[src/hdl/iee_pkg.sv]
// Shared types and constants for the infix expression evaluator.
`default_nettype none
package iee_pkg;

    localparam int STACK_DEPTH = 16;
    localparam int SP_W        = $clog2(STACK_DEPTH);
    localparam int CNT_W       = $clog2(STACK_DEPTH + 1);

    typedef enum logic [2:0] {
        OP_LPAREN = 3'd0,
        OP_ADD    = 3'd1,
        OP_SUB    = 3'd2,
        OP_MUL    = 3'd3,
        OP_DIV    = 3'd4
    } op_t;

    typedef enum logic [1:0] {
        ERR_NONE      = 2'd0,
        ERR_SYMBOL    = 2'd1,
        ERR_DIVZERO   = 2'd2,
        ERR_MALFORMED = 2'd3
    } err_t;

    localparam logic [7:0] CH_0      = 8'h30;
    localparam logic [7:0] CH_9      = 8'h39;
    localparam logic [7:0] CH_LPAREN = 8'h28;
    localparam logic [7:0] CH_RPAREN = 8'h29;
    localparam logic [7:0] CH_PLUS   = 8'h2B;
    localparam logic [7:0] CH_MINUS  = 8'h2D;
    localparam logic [7:0] CH_STAR   = 8'h2A;
    localparam logic [7:0] CH_SLASH  = 8'h2F;

    // Commands from controller to datapath.
    typedef struct packed {
        logic        clear;       // reset counts for next expression
        logic        push_digit;  // push digit value
        logic [31:0] digit;
        logic        push_op;
        op_t         op;
        logic        pop_op;      // drop top operator (matching paren)
        logic        reduce;      // start one reduction
    } dp_cmd_t;

    // Status from datapath to controller.
    typedef struct packed {
        logic             busy;
        logic             done;     // reduction finished this cycle
        err_t             red_err;  // error of finished reduction
        logic [CNT_W-1:0] vcnt;
        logic [CNT_W-1:0] ocnt;
        op_t              top_op;
        logic [31:0]      bottom;   // value_stack[0]
    } dp_stat_t;

    function automatic logic [1:0] prec_of(input op_t op);
        logic [1:0] p;
        p = 2'd0;
        if (op == OP_MUL || op == OP_DIV)
            p = 2'd2;
        else if (op == OP_ADD || op == OP_SUB)
            p = 2'd1;
        return p;
    endfunction

endpackage
`default_nettype wire

[src/hdl/infix_expression_evaluator.sv]
// Top level: infix expression evaluator with stream ports.
// Sequencing: a digit or '(' is pushed as it is taken; an operator or ')' passes through its
//   own state, then each reduction runs read and writeback for + or -, read, multiply and
//   writeback for *, read, divider (one quotient bit a cycle) and writeback for /, read only
//   on divide by zero. One symbol at a time; the last then passes the final and emit states.
// The result sits in an output register; the next symbol is taken while it waits.
// Reset (rst_n low, asynchronous) empties both stacks and clears the error.
`default_nettype none
module infix_expression_evaluator
(
    input  wire logic        clk,
    input  wire logic        rst_n,
    input  wire logic        s_tvalid,
    output logic             s_tready,
    input  wire logic [7:0]  s_tdata,   // [7:0] symbol
    input  wire logic        s_tlast,   // last symbol of the expression
    output logic             m_tvalid,
    input  wire logic        m_tready,
    output logic [39:0]      m_tdata    // [31:0] value, [33:32] status, [39:34] zero
);
    import iee_pkg::*;

    dp_cmd_t     cmd;
    dp_stat_t    stat;
    logic [31:0] value;
    logic [1:0]  status;

    // Controller walks each symbol through its reductions.
    iee_control u_ctrl
    (
        .clk        (clk),
        .rst_n      (rst_n),
        .in_valid   (s_tvalid),
        .in_ready   (s_tready),
        .in_symbol  (s_tdata),
        .in_last    (s_tlast),
        .out_valid  (m_tvalid),
        .out_ready  (m_tready),
        .out_value  (value),
        .out_status (status),
        .cmd        (cmd),
        .stat       (stat)
    );

    // Datapath holds the stacks and the arithmetic.
    iee_datapath u_dp
    (
        .clk   (clk),
        .rst_n (rst_n),
        .cmd   (cmd),
        .stat  (stat)
    );

    assign m_tdata = {6'd0, status, value};

endmodule
`default_nettype wire

[src/hdl/iee_datapath.sv]
// Stacks, arithmetic unit and serial divider of the evaluator.
`default_nettype none
module iee_datapath
(
    input  wire logic              clk,
    input  wire logic              rst_n,
    input  wire iee_pkg::dp_cmd_t  cmd,
    output iee_pkg::dp_stat_t      stat
);
    import iee_pkg::*;

    typedef enum logic [4:0] {
        S_IDLE = 5'b00001,
        S_READ = 5'b00010,
        S_MUL  = 5'b00100,
        S_DIV  = 5'b01000,
        S_WB   = 5'b10000
    } dst_t;

    logic [31:0] vstk [STACK_DEPTH];
    op_t         ostk [STACK_DEPTH];
    logic [CNT_W-1:0] vcnt_reg, vcnt_next, ocnt_reg, ocnt_next;
    dst_t        st_reg, st_next;
    logic [31:0] lhs_reg, rhs_reg, res_reg, res_next;
    op_t         rop_reg;
    logic [31:0] quo_reg, quo_next, rem_reg, rem_next, div_reg;
    logic        neg_reg;
    logic [5:0]  bit_reg, bit_next;
    logic        done_reg, done_next;
    err_t        rerr_reg, rerr_next;
    logic [32:0] trial;
    logic [31:0] ma, mb;

    assign ma = lhs_reg[31] ? (32'd0 - lhs_reg) : lhs_reg;
    assign mb = rhs_reg[31] ? (32'd0 - rhs_reg) : rhs_reg;
    assign trial = {rem_reg, quo_reg[31]} - {1'b0, div_reg};

    always_comb
    begin
        st_next   = st_reg;
        vcnt_next = vcnt_reg;
        ocnt_next = ocnt_reg;
        res_next  = res_reg;
        quo_next  = quo_reg;
        rem_next  = rem_reg;
        bit_next  = bit_reg;
        done_next = 1'b0;
        rerr_next = rerr_reg;
        unique case (st_reg)
            S_IDLE:
            begin
                if (cmd.clear)
                begin
                    vcnt_next = '0;
                    ocnt_next = '0;
                end
                if (cmd.push_digit)
                    vcnt_next = vcnt_reg + 1'b1;
                if (cmd.push_op)
                    ocnt_next = ocnt_reg + 1'b1;
                if (cmd.pop_op)
                    ocnt_next = ocnt_reg - 1'b1;
                if (cmd.reduce)
                begin
                    ocnt_next = ocnt_reg - 1'b1;
                    vcnt_next = vcnt_reg - 2'd2;
                    st_next   = S_READ;
                end
            end
            S_READ:
            begin
                rerr_next = ERR_NONE;
                case (rop_reg)
                    OP_ADD: begin res_next = lhs_reg + rhs_reg; st_next = S_WB; end
                    OP_SUB: begin res_next = lhs_reg - rhs_reg; st_next = S_WB; end
                    OP_MUL: st_next = S_MUL;
                    OP_DIV:
                    begin
                        if (rhs_reg == 32'd0)
                        begin
                            rerr_next = ERR_DIVZERO;
                            done_next = 1'b1;
                            st_next   = S_IDLE;
                        end
                        else
                        begin
                            quo_next = ma;
                            rem_next = '0;
                            bit_next = 6'd32;
                            st_next  = S_DIV;
                        end
                    end
                    default:
                    begin
                        rerr_next = ERR_MALFORMED;
                        done_next = 1'b1;
                        st_next   = S_IDLE;
                    end
                endcase
            end
            S_MUL:
            begin
                res_next = lhs_reg * rhs_reg;
                st_next  = S_WB;
            end
            S_DIV:
            begin
                // one restoring quotient bit per cycle
                if (trial[32])
                begin
                    rem_next = {rem_reg[30:0], quo_reg[31]};
                    quo_next = {quo_reg[30:0], 1'b0};
                end
                else
                begin
                    rem_next = trial[31:0];
                    quo_next = {quo_reg[30:0], 1'b1};
                end
                bit_next = bit_reg - 1'b1;
                if (bit_reg == 6'd1)
                begin
                    res_next = neg_reg ? (32'd0 - quo_next) : quo_next;
                    st_next  = S_WB;
                end
            end
            S_WB:
            begin
                // stack had two free slots after the pops, so no overflow
                vcnt_next = vcnt_reg + 1'b1;
                done_next = 1'b1;
                st_next   = S_IDLE;
            end
            default: st_next = S_IDLE;
        endcase
    end

    always_ff @(posedge clk or negedge rst_n)
    begin
        if (!rst_n)
        begin
            st_reg   <= S_IDLE;
            vcnt_reg <= '0;
            ocnt_reg <= '0;
            done_reg <= 1'b0;
            rerr_reg <= ERR_NONE;
        end
        else
        begin
            st_reg   <= st_next;
            vcnt_reg <= vcnt_next;
            ocnt_reg <= ocnt_next;
            done_reg <= done_next;
            rerr_reg <= rerr_next;
        end
    end

    always_ff @(posedge clk)
    begin
        res_reg <= res_next;
        quo_reg <= quo_next;
        rem_reg <= rem_next;
        bit_reg <= bit_next;
        if (st_reg == S_IDLE && cmd.reduce)
        begin
            lhs_reg <= vstk[SP_W'(vcnt_reg - 2'd2)];
            rhs_reg <= vstk[SP_W'(vcnt_reg - 1'b1)];
            rop_reg <= ostk[SP_W'(ocnt_reg - 1'b1)];
        end
        if (st_reg == S_READ)
        begin
            div_reg <= mb;
            neg_reg <= lhs_reg[31] ^ rhs_reg[31];
        end
        if (st_reg == S_IDLE && cmd.push_digit)
            vstk[SP_W'(vcnt_reg)] <= cmd.digit;
        if (st_reg == S_WB)
            vstk[SP_W'(vcnt_reg)] <= res_reg;
        if (st_reg == S_IDLE && cmd.push_op)
            ostk[SP_W'(ocnt_reg)] <= cmd.op;
    end

    always_comb
    begin
        stat.busy    = (st_reg != S_IDLE);
        stat.done    = done_reg;
        stat.red_err = rerr_reg;
        stat.vcnt    = vcnt_reg;
        stat.ocnt    = ocnt_reg;
        stat.top_op  = ostk[SP_W'(ocnt_reg - 1'b1)];
        stat.bottom  = vstk[0];
    end

    a_cnt_bound: assert property (@(posedge clk) disable iff (!rst_n)
        vcnt_reg <= CNT_W'(STACK_DEPTH) && ocnt_reg <= CNT_W'(STACK_DEPTH))
        else $error("stack count beyond depth");
    a_div_len: assert property (@(posedge clk) disable iff (!rst_n)
        st_reg == S_DIV |-> bit_reg != 6'd0)
        else $error("divider ran past last bit");
    a_wb_done: assert property (@(posedge clk) disable iff (!rst_n)
        st_reg == S_WB |=> done_reg)
        else $error("writeback without done");

endmodule
`default_nettype wire

[src/hdl/iee_control.sv]
// Controller that sequences symbols into stack commands.
`default_nettype none
module iee_control
(
    input  wire logic              clk,
    input  wire logic              rst_n,
    input  wire logic              in_valid,
    output logic                   in_ready,
    input  wire logic [7:0]        in_symbol,
    input  wire logic              in_last,
    output logic                   out_valid,
    input  wire logic              out_ready,
    output logic [31:0]            out_value,
    output logic [1:0]             out_status,
    output iee_pkg::dp_cmd_t       cmd,
    input  wire iee_pkg::dp_stat_t stat
);
    import iee_pkg::*;

    typedef enum logic [5:0] {
        C_IDLE  = 6'b000001,
        C_RPAR  = 6'b000010,
        C_OPER  = 6'b000100,
        C_FINAL = 6'b001000,
        C_WAIT  = 6'b010000,
        C_EMIT  = 6'b100000
    } cst_t;

    cst_t        st_reg, st_next, ret_reg, ret_next;
    err_t        err_reg, err_next;
    op_t         op_reg, op_next;
    logic        last_reg, last_next;
    logic        ov_reg, ov_next;
    logic [31:0] val_reg, val_next;
    logic [1:0]  sts_reg, sts_next;
    logic        full_v, full_o, can_red, is_digit;

    assign full_v   = stat.vcnt == CNT_W'(STACK_DEPTH);
    assign full_o   = stat.ocnt == CNT_W'(STACK_DEPTH);
    assign can_red  = stat.vcnt >= CNT_W'(2);
    assign is_digit = in_symbol >= CH_0 && in_symbol <= CH_9;
    assign in_ready = (st_reg == C_IDLE);
    assign out_valid  = ov_reg;
    assign out_value  = val_reg;
    assign out_status = sts_reg;

    always_comb
    begin
        st_next   = st_reg;
        ret_next  = ret_reg;
        err_next  = err_reg;
        op_next   = op_reg;
        last_next = last_reg;
        ov_next   = ov_reg && !out_ready;
        val_next  = val_reg;
        sts_next  = sts_reg;
        cmd       = '0;
        cmd.digit = {24'd0, in_symbol - CH_0};
        unique case (st_reg)
            C_IDLE:
            begin
                if (in_valid && in_ready)
                begin
                    last_next = in_last;
                    st_next   = in_last ? C_FINAL : C_IDLE;
                    if (err_reg == ERR_NONE)
                    begin
                        if (is_digit)
                        begin
                            if (full_v) err_next = ERR_MALFORMED;
                            else cmd.push_digit = 1'b1;
                        end
                        else if (in_symbol == CH_LPAREN)
                        begin
                            if (full_o) err_next = ERR_MALFORMED;
                            else
                            begin
                                cmd.push_op = 1'b1;
                                cmd.op      = OP_LPAREN;
                            end
                        end
                        else if (in_symbol == CH_RPAREN)
                            st_next = C_RPAR;
                        else if (in_symbol == CH_PLUS || in_symbol == CH_MINUS
                                 || in_symbol == CH_STAR || in_symbol == CH_SLASH)
                        begin
                            op_next = (in_symbol == CH_PLUS)  ? OP_ADD :
                                      (in_symbol == CH_MINUS) ? OP_SUB :
                                      (in_symbol == CH_STAR)  ? OP_MUL : OP_DIV;
                            st_next = C_OPER;
                        end
                        else
                            err_next = ERR_SYMBOL;
                    end
                end
            end
            C_RPAR:
            begin
                if (err_reg != ERR_NONE)
                    st_next = last_reg ? C_FINAL : C_IDLE;
                else if (stat.ocnt == '0)
                    err_next = ERR_MALFORMED;
                else if (stat.top_op == OP_LPAREN)
                begin
                    cmd.pop_op = 1'b1;
                    st_next    = last_reg ? C_FINAL : C_IDLE;
                end
                else if (!can_red)
                    err_next = ERR_MALFORMED;
                else
                begin
                    cmd.reduce = 1'b1;
                    ret_next   = C_RPAR;
                    st_next    = C_WAIT;
                end
            end
            C_OPER:
            begin
                if (err_reg != ERR_NONE)
                    st_next = last_reg ? C_FINAL : C_IDLE;
                else if (stat.ocnt != '0 && stat.top_op != OP_LPAREN
                         && prec_of(stat.top_op) >= prec_of(op_reg))
                begin
                    if (!can_red) err_next = ERR_MALFORMED;
                    else
                    begin
                        cmd.reduce = 1'b1;
                        ret_next   = C_OPER;
                        st_next    = C_WAIT;
                    end
                end
                else
                begin
                    if (full_o) err_next = ERR_MALFORMED;
                    else
                    begin
                        cmd.push_op = 1'b1;
                        cmd.op      = op_reg;
                    end
                    st_next = last_reg ? C_FINAL : C_IDLE;
                end
            end
            C_FINAL:
            begin
                if (err_reg == ERR_NONE && stat.ocnt != '0)
                begin
                    if (stat.top_op == OP_LPAREN || !can_red)
                        err_next = ERR_MALFORMED;
                    else
                    begin
                        cmd.reduce = 1'b1;
                        ret_next   = C_FINAL;
                        st_next    = C_WAIT;
                    end
                end
                else
                begin
                    if (err_reg == ERR_NONE && stat.vcnt != CNT_W'(1))
                        err_next = ERR_MALFORMED;
                    st_next = C_EMIT;
                end
            end
            C_WAIT:
            begin
                if (stat.done)
                begin
                    if (err_reg == ERR_NONE)
                        err_next = stat.red_err;
                    st_next = ret_reg;
                end
            end
            C_EMIT:
            begin
                // hold until output register frees
                if (!ov_reg || out_ready)
                begin
                    ov_next   = 1'b1;
                    sts_next  = err_reg;
                    val_next  = (err_reg == ERR_NONE) ? stat.bottom : 32'd0;
                    err_next  = ERR_NONE;
                    cmd.clear = 1'b1;
                    st_next   = C_IDLE;
                end
            end
            default: st_next = C_IDLE;
        endcase
    end

    always_ff @(posedge clk or negedge rst_n)
    begin
        if (!rst_n)
        begin
            st_reg   <= C_IDLE;
            ret_reg  <= C_IDLE;
            err_reg  <= ERR_NONE;
            ov_reg   <= 1'b0;
            last_reg <= 1'b0;
        end
        else
        begin
            st_reg   <= st_next;
            ret_reg  <= ret_next;
            err_reg  <= err_next;
            ov_reg   <= ov_next;
            last_reg <= last_next;
        end
    end

    always_ff @(posedge clk)
    begin
        op_reg  <= op_next;
        val_reg <= val_next;
        sts_reg <= sts_next;
    end

    a_err_value: assert property (@(posedge clk) disable iff (!rst_n)
        out_valid && out_status != ERR_NONE |-> out_value == 32'd0)
        else $error("error result carries a value");
    a_wait_busy: assert property (@(posedge clk) disable iff (!rst_n)
        st_reg == C_WAIT && !stat.done |-> stat.busy)
        else $error("waiting on idle datapath");
    a_sticky: assert property (@(posedge clk) disable iff (!rst_n)
        $past(err_reg) != ERR_NONE && $past(st_reg) != C_EMIT |-> err_reg == $past(err_reg))
        else $error("error code changed before end of expression");

endmodule
`default_nettype wire

[config.mk]
export PLATFORM = sky130hd
export DESIGN_NAME = infix_expression_evaluator
export DESIGN_NICKNAME = d
export VERILOG_FILES = /design/src/hdl/iee_pkg.sv /design/src/hdl/infix_expression_evaluator.sv /design/src/hdl/iee_datapath.sv /design/src/hdl/iee_control.sv
export SDC_FILE = /design/constraint.sdc
export NUM_CORES = 2
export LEC_CHECK = 0
export BUFFER_PORTS_ARGS = -buffer_cell sky130_fd_sc_hd__buf_2
export CORE_MARGIN = 3
export CORE_UTILIZATION = 35
export DETAILED_ROUTE_END_ITERATION = 7
export PLACE_DENSITY = 0.58
export SLEW_MARGIN = 20
export SYNTH_ARGS = -nofsm -noshare
export SYNTH_HDL_FRONTEND = slang
export SYNTH_SLANG_ARGS = --single-unit
export TNS_END_PERCENT = 100
[constraint.sdc]
create_clock -name clk -period 8.5 [get_ports clk]
set_input_delay 0.85 -clock clk [delete_from_list [all_inputs] [get_ports clk]]
set_output_delay 0.85 -clock clk [all_outputs]
set_load 0.01 [all_outputs]
==> impl_results.md <==
* Status: finished, final reports clean
* Yosys top cell area share at 0.4134
* Die height at about 410 µm
* Post-CTS Resized at 0
* Worst min-delay path class: in -> async
* CP Capture Type: flop
* First-pass GRT wire length at 252.1 mm
* WL/cell at 24.56 µm
* Power Density at around 230 nW/µm²
* Gr ovfl total at 0
* Post-route cell area at 64,450 µm²
* Post-Synthesis Cells at roughly 4,600
* Clock Tree Buf Depth at 3
* Antenna violations before repair at 15
* Post-synth EDFFs at around 800
* Total leakage power at 22.88 nW
* Reg with most FFs: u_dp.vstk
* Critical Path AT at approximately 8.5 ns
* TritonCTS clock tree: done
* Min Tclk post-route at ~8.0 ns
* Nets at 5,201
* Layout cells sized above 1 at 0.1541
* # rows at 148
* Ys Warns at 0
* GRT Max-Usage Layer: met2
* Gpl congestion at 0.9454
* Largest net degree at the start of global routing at 130
* Synthesized area at 58,040 µm²
* # setup viols final at 0
* Slew HR at 0.2601
* H-Tree Depth at 3
* CP most frequent cell: fa_1
* CP Class: reg -> reg
* Largest regs: u_dp.vstk: 512 flops, u_dp.ostk: 48 flops
* DP Area at 61,330 µm²
* Area leader, netlist: edfxtp_1
* Initial Util at 0.3546
* DRC errors left at 0
* Iter 0 DRT Violations at 3,567
* Top FF cell, synth: edfxtp_1
* Antenna-violating nets left at 0
* Top cells by area, synth: edfxtp_1 41%, fa_1 14%, mux4_2 13%
* Cell variety after synth at 89
* RSZ-0062 raised after global routing: no
* Max-slew violations at 0
* Post-Route Skew at 0.04049 ns
* Met1 Usage GRT at 0.2751
* Die footprint at 170,800 µm²
* Post-CTS Hold Fix Bufs at 0
* Port buffer count at 48
* Fin crit share at 0.9410
* Vias in the first global route at 38,260
* Most common library cell in the layout ignoring fill and taps: edfxtp_1
* Count of clock tree sinks at ~830
* Grt met3 use at 0.03568
* Fin Hold WS at 0.2206 ns
* Root Buffer: clkbuf_16
* Slew @ Worst Pin at ~1.1 ns
* Register area share after synthesis at 0.4272
* Worst setup margin at 0.5018 ns
* Setup WS pre-CTS at 0.5123 ns
* WL final at 167.6 mm
* Peak supply drop at between 0.5 and 0.6 mV
* Max-cap violations at 0
* Worst Path Required at 8.95 ns
* FF+latch count, synth at 831
* CP Launch Type: flop
* Pwr Total at 0.01493 W
* Initial DRT Pass Iterations at 5
* P&R area growth vs syn at 11.05%
* Setup Fix Bufs, Post-CTS at 0
* CORE AREA at roughly 160,000 µm²
* Worst path top cell family by delay: adder cells
* Max reg flops at roughly 500
* Maximum clock frequency at about 130 MHz
* Vias/cell at 5.492
* Max FO, Critical Path at 17
* Most frequent cells in the layout: 799 x edfxtp_1, 449 x inv_1, 436 x nand2_1
* Worst path bufs/invs at 4
* DPL Wire Length at about 120 mm
* Final Hold Viols at 0
* Top-Level Pins at 55
* Gr usage total at 0.1981
* Number of CTS-inserted buffers at 94
* Met2 GRT Util at 0.3206
* CTS clk-pin slew, worst paths at 0.06 ns
* Worst path max stage delay at 0.72 ns
* Clock Latency Late Sink at 0.73 ns
* Worst path slowest cell: edfxtp_1
* FFs w/ async S/R, synth at 0.03851
* Via count at 37,480
* Setup TNS at 0 ns
* CP Cell Sequence: buf_4, and2_1, fa_1, fa_1, fa_1, inv_1, fa_1, inv_1, fa_1, fa_1, fa_1, fa_1, ha_1, nand4_1, nor3_1, a211oi_1, o21ai_0, a211oi_1, o41ai_1, buf_4, xnor2_1, nor2_1, a2111oi_2, nand2_1
* Die W at 413.2 µm
* Mean Syn Cell Area at between 10 and 15 µm²
## cell type report
type,instances,area [µm²]
tap,2175,2721
multi-input combinational,3008,30760
fill,15410,99240
sequential,831,24810
clock buffer,112,2471
inverter,452,1697
antenna,4,10.01
clock inverter,60,645.6
timing repair buffer,182,1346
## report_power, final
part           internal, W  leakage, nW  total, W  switching [W]
combinational      0.00258         14.6   0.00604        0.00346
clock              0.00237         1.51   0.00414        0.00178
sequential         0.00458         6.73   0.00476       0.000172
total              0.00953         22.9    0.0149        0.00541
## Yosys cell counts (all sizes together), types with 10 or more instances
cell type  count
o22ai         10
a21o          39
nor2b         16
inv          450
or4           16
dfrtp         29
a31oi         20
a21oi        107
o221ai        12
buf           38
xor2         114
a211oi        20
nand3         34
o31ai         43
clkbuf       233
edfxtp       799
nand2        437
xnor2        143
a22oi         10
nand4         10
mux4         332
fa           410
and3          10
nor2         207
nor4          14
nor3b         11
nor3          39
o211ai        15
and2         377
mux2i         31
o21a          26
or3           28
nand2b        31
o21ai        132
ha           209
## final timing paths
check / startpoint / endpoint / slack (ns) / cells after the start
setup / recovery: u_dp.rhs_reg[7] / u_dp.res_reg[31] / 0.50 / 24
max in group asynchronous: rst_n / u_dp.vcnt_reg[0] / 7.70 / 1
min in group clk: s_tvalid / u_ctrl.st_reg[0] / 0.40 / 2
setup reg to reg: u_dp.rhs_reg[7] / u_dp.res_reg[31] / 0.50 / 24
hold / removal: rst_n / u_ctrl.out_valid / 0.22 / 1
hold reg to reg: u_ctrl.ret_reg[0] / u_ctrl.ret_reg[0] / 0.49 / 1
## through the flow
stage,instances,utilization
6_report,6824,0.3937
5_1_grt,6820,0.3937
4_1_cts,6820,0.3937
3_5_place_dp,6648,0.3746
3_3_place_gp,6648,0.3746
2_1_floorplan,4562,-
## layer usage
| layer | share of wire | up-vias |
|---|---|---|
| li1 | - | 16160 |
| met2 | 0.48 | 1399 |
| met3 | 0.077 | 219 |
| met1 | 0.42 | 19710 |
| met4 | 0.024 | 0 |
| met5 | 0 | - |
## cell families (layout without fill, tap and decap cells)
group | after synthesis | after routing | synth area share
AOI/OAI and AO/OA | 507 | 507 | 0.05695
xor gates and xnor gates | 258 | 258 | 0.03930
adders and majority gates | 619 | 619 | 0.1865
buffers and inverters | 723 | 806 | 0.04753
DFF | 831 | 831 | 0.4272
muxes | 366 | 366 | 0.1348
other | 1 | 10 | 0.00006461
and+or+nand+nor | 1252 | 1252 | 0.1077
## worst register-to-register path: stages (launching register included)
cell,delay (ns)
edfxtp_1,0.72
buf_4,0.39
and2_1,0.21
fa_1,0.43
fa_1,0.50
fa_1,0.51
inv_1,0.05
fa_1,0.47
inv_1,0.05
fa_1,0.47
fa_1,0.56
fa_1,0.42
fa_1,0.48
ha_1,0.42
nand4_1,0.21
nor3_1,0.23
a211oi_1,0.14
o21ai_0,0.23
a211oi_1,0.12
o41ai_1,0.39
buf_4,0.18
xnor2_1,0.11
nor2_1,0.07
a2111oi_2,0.29
nand2_1,0.09
Note: power is estimated with default switching activity, not from simulation.
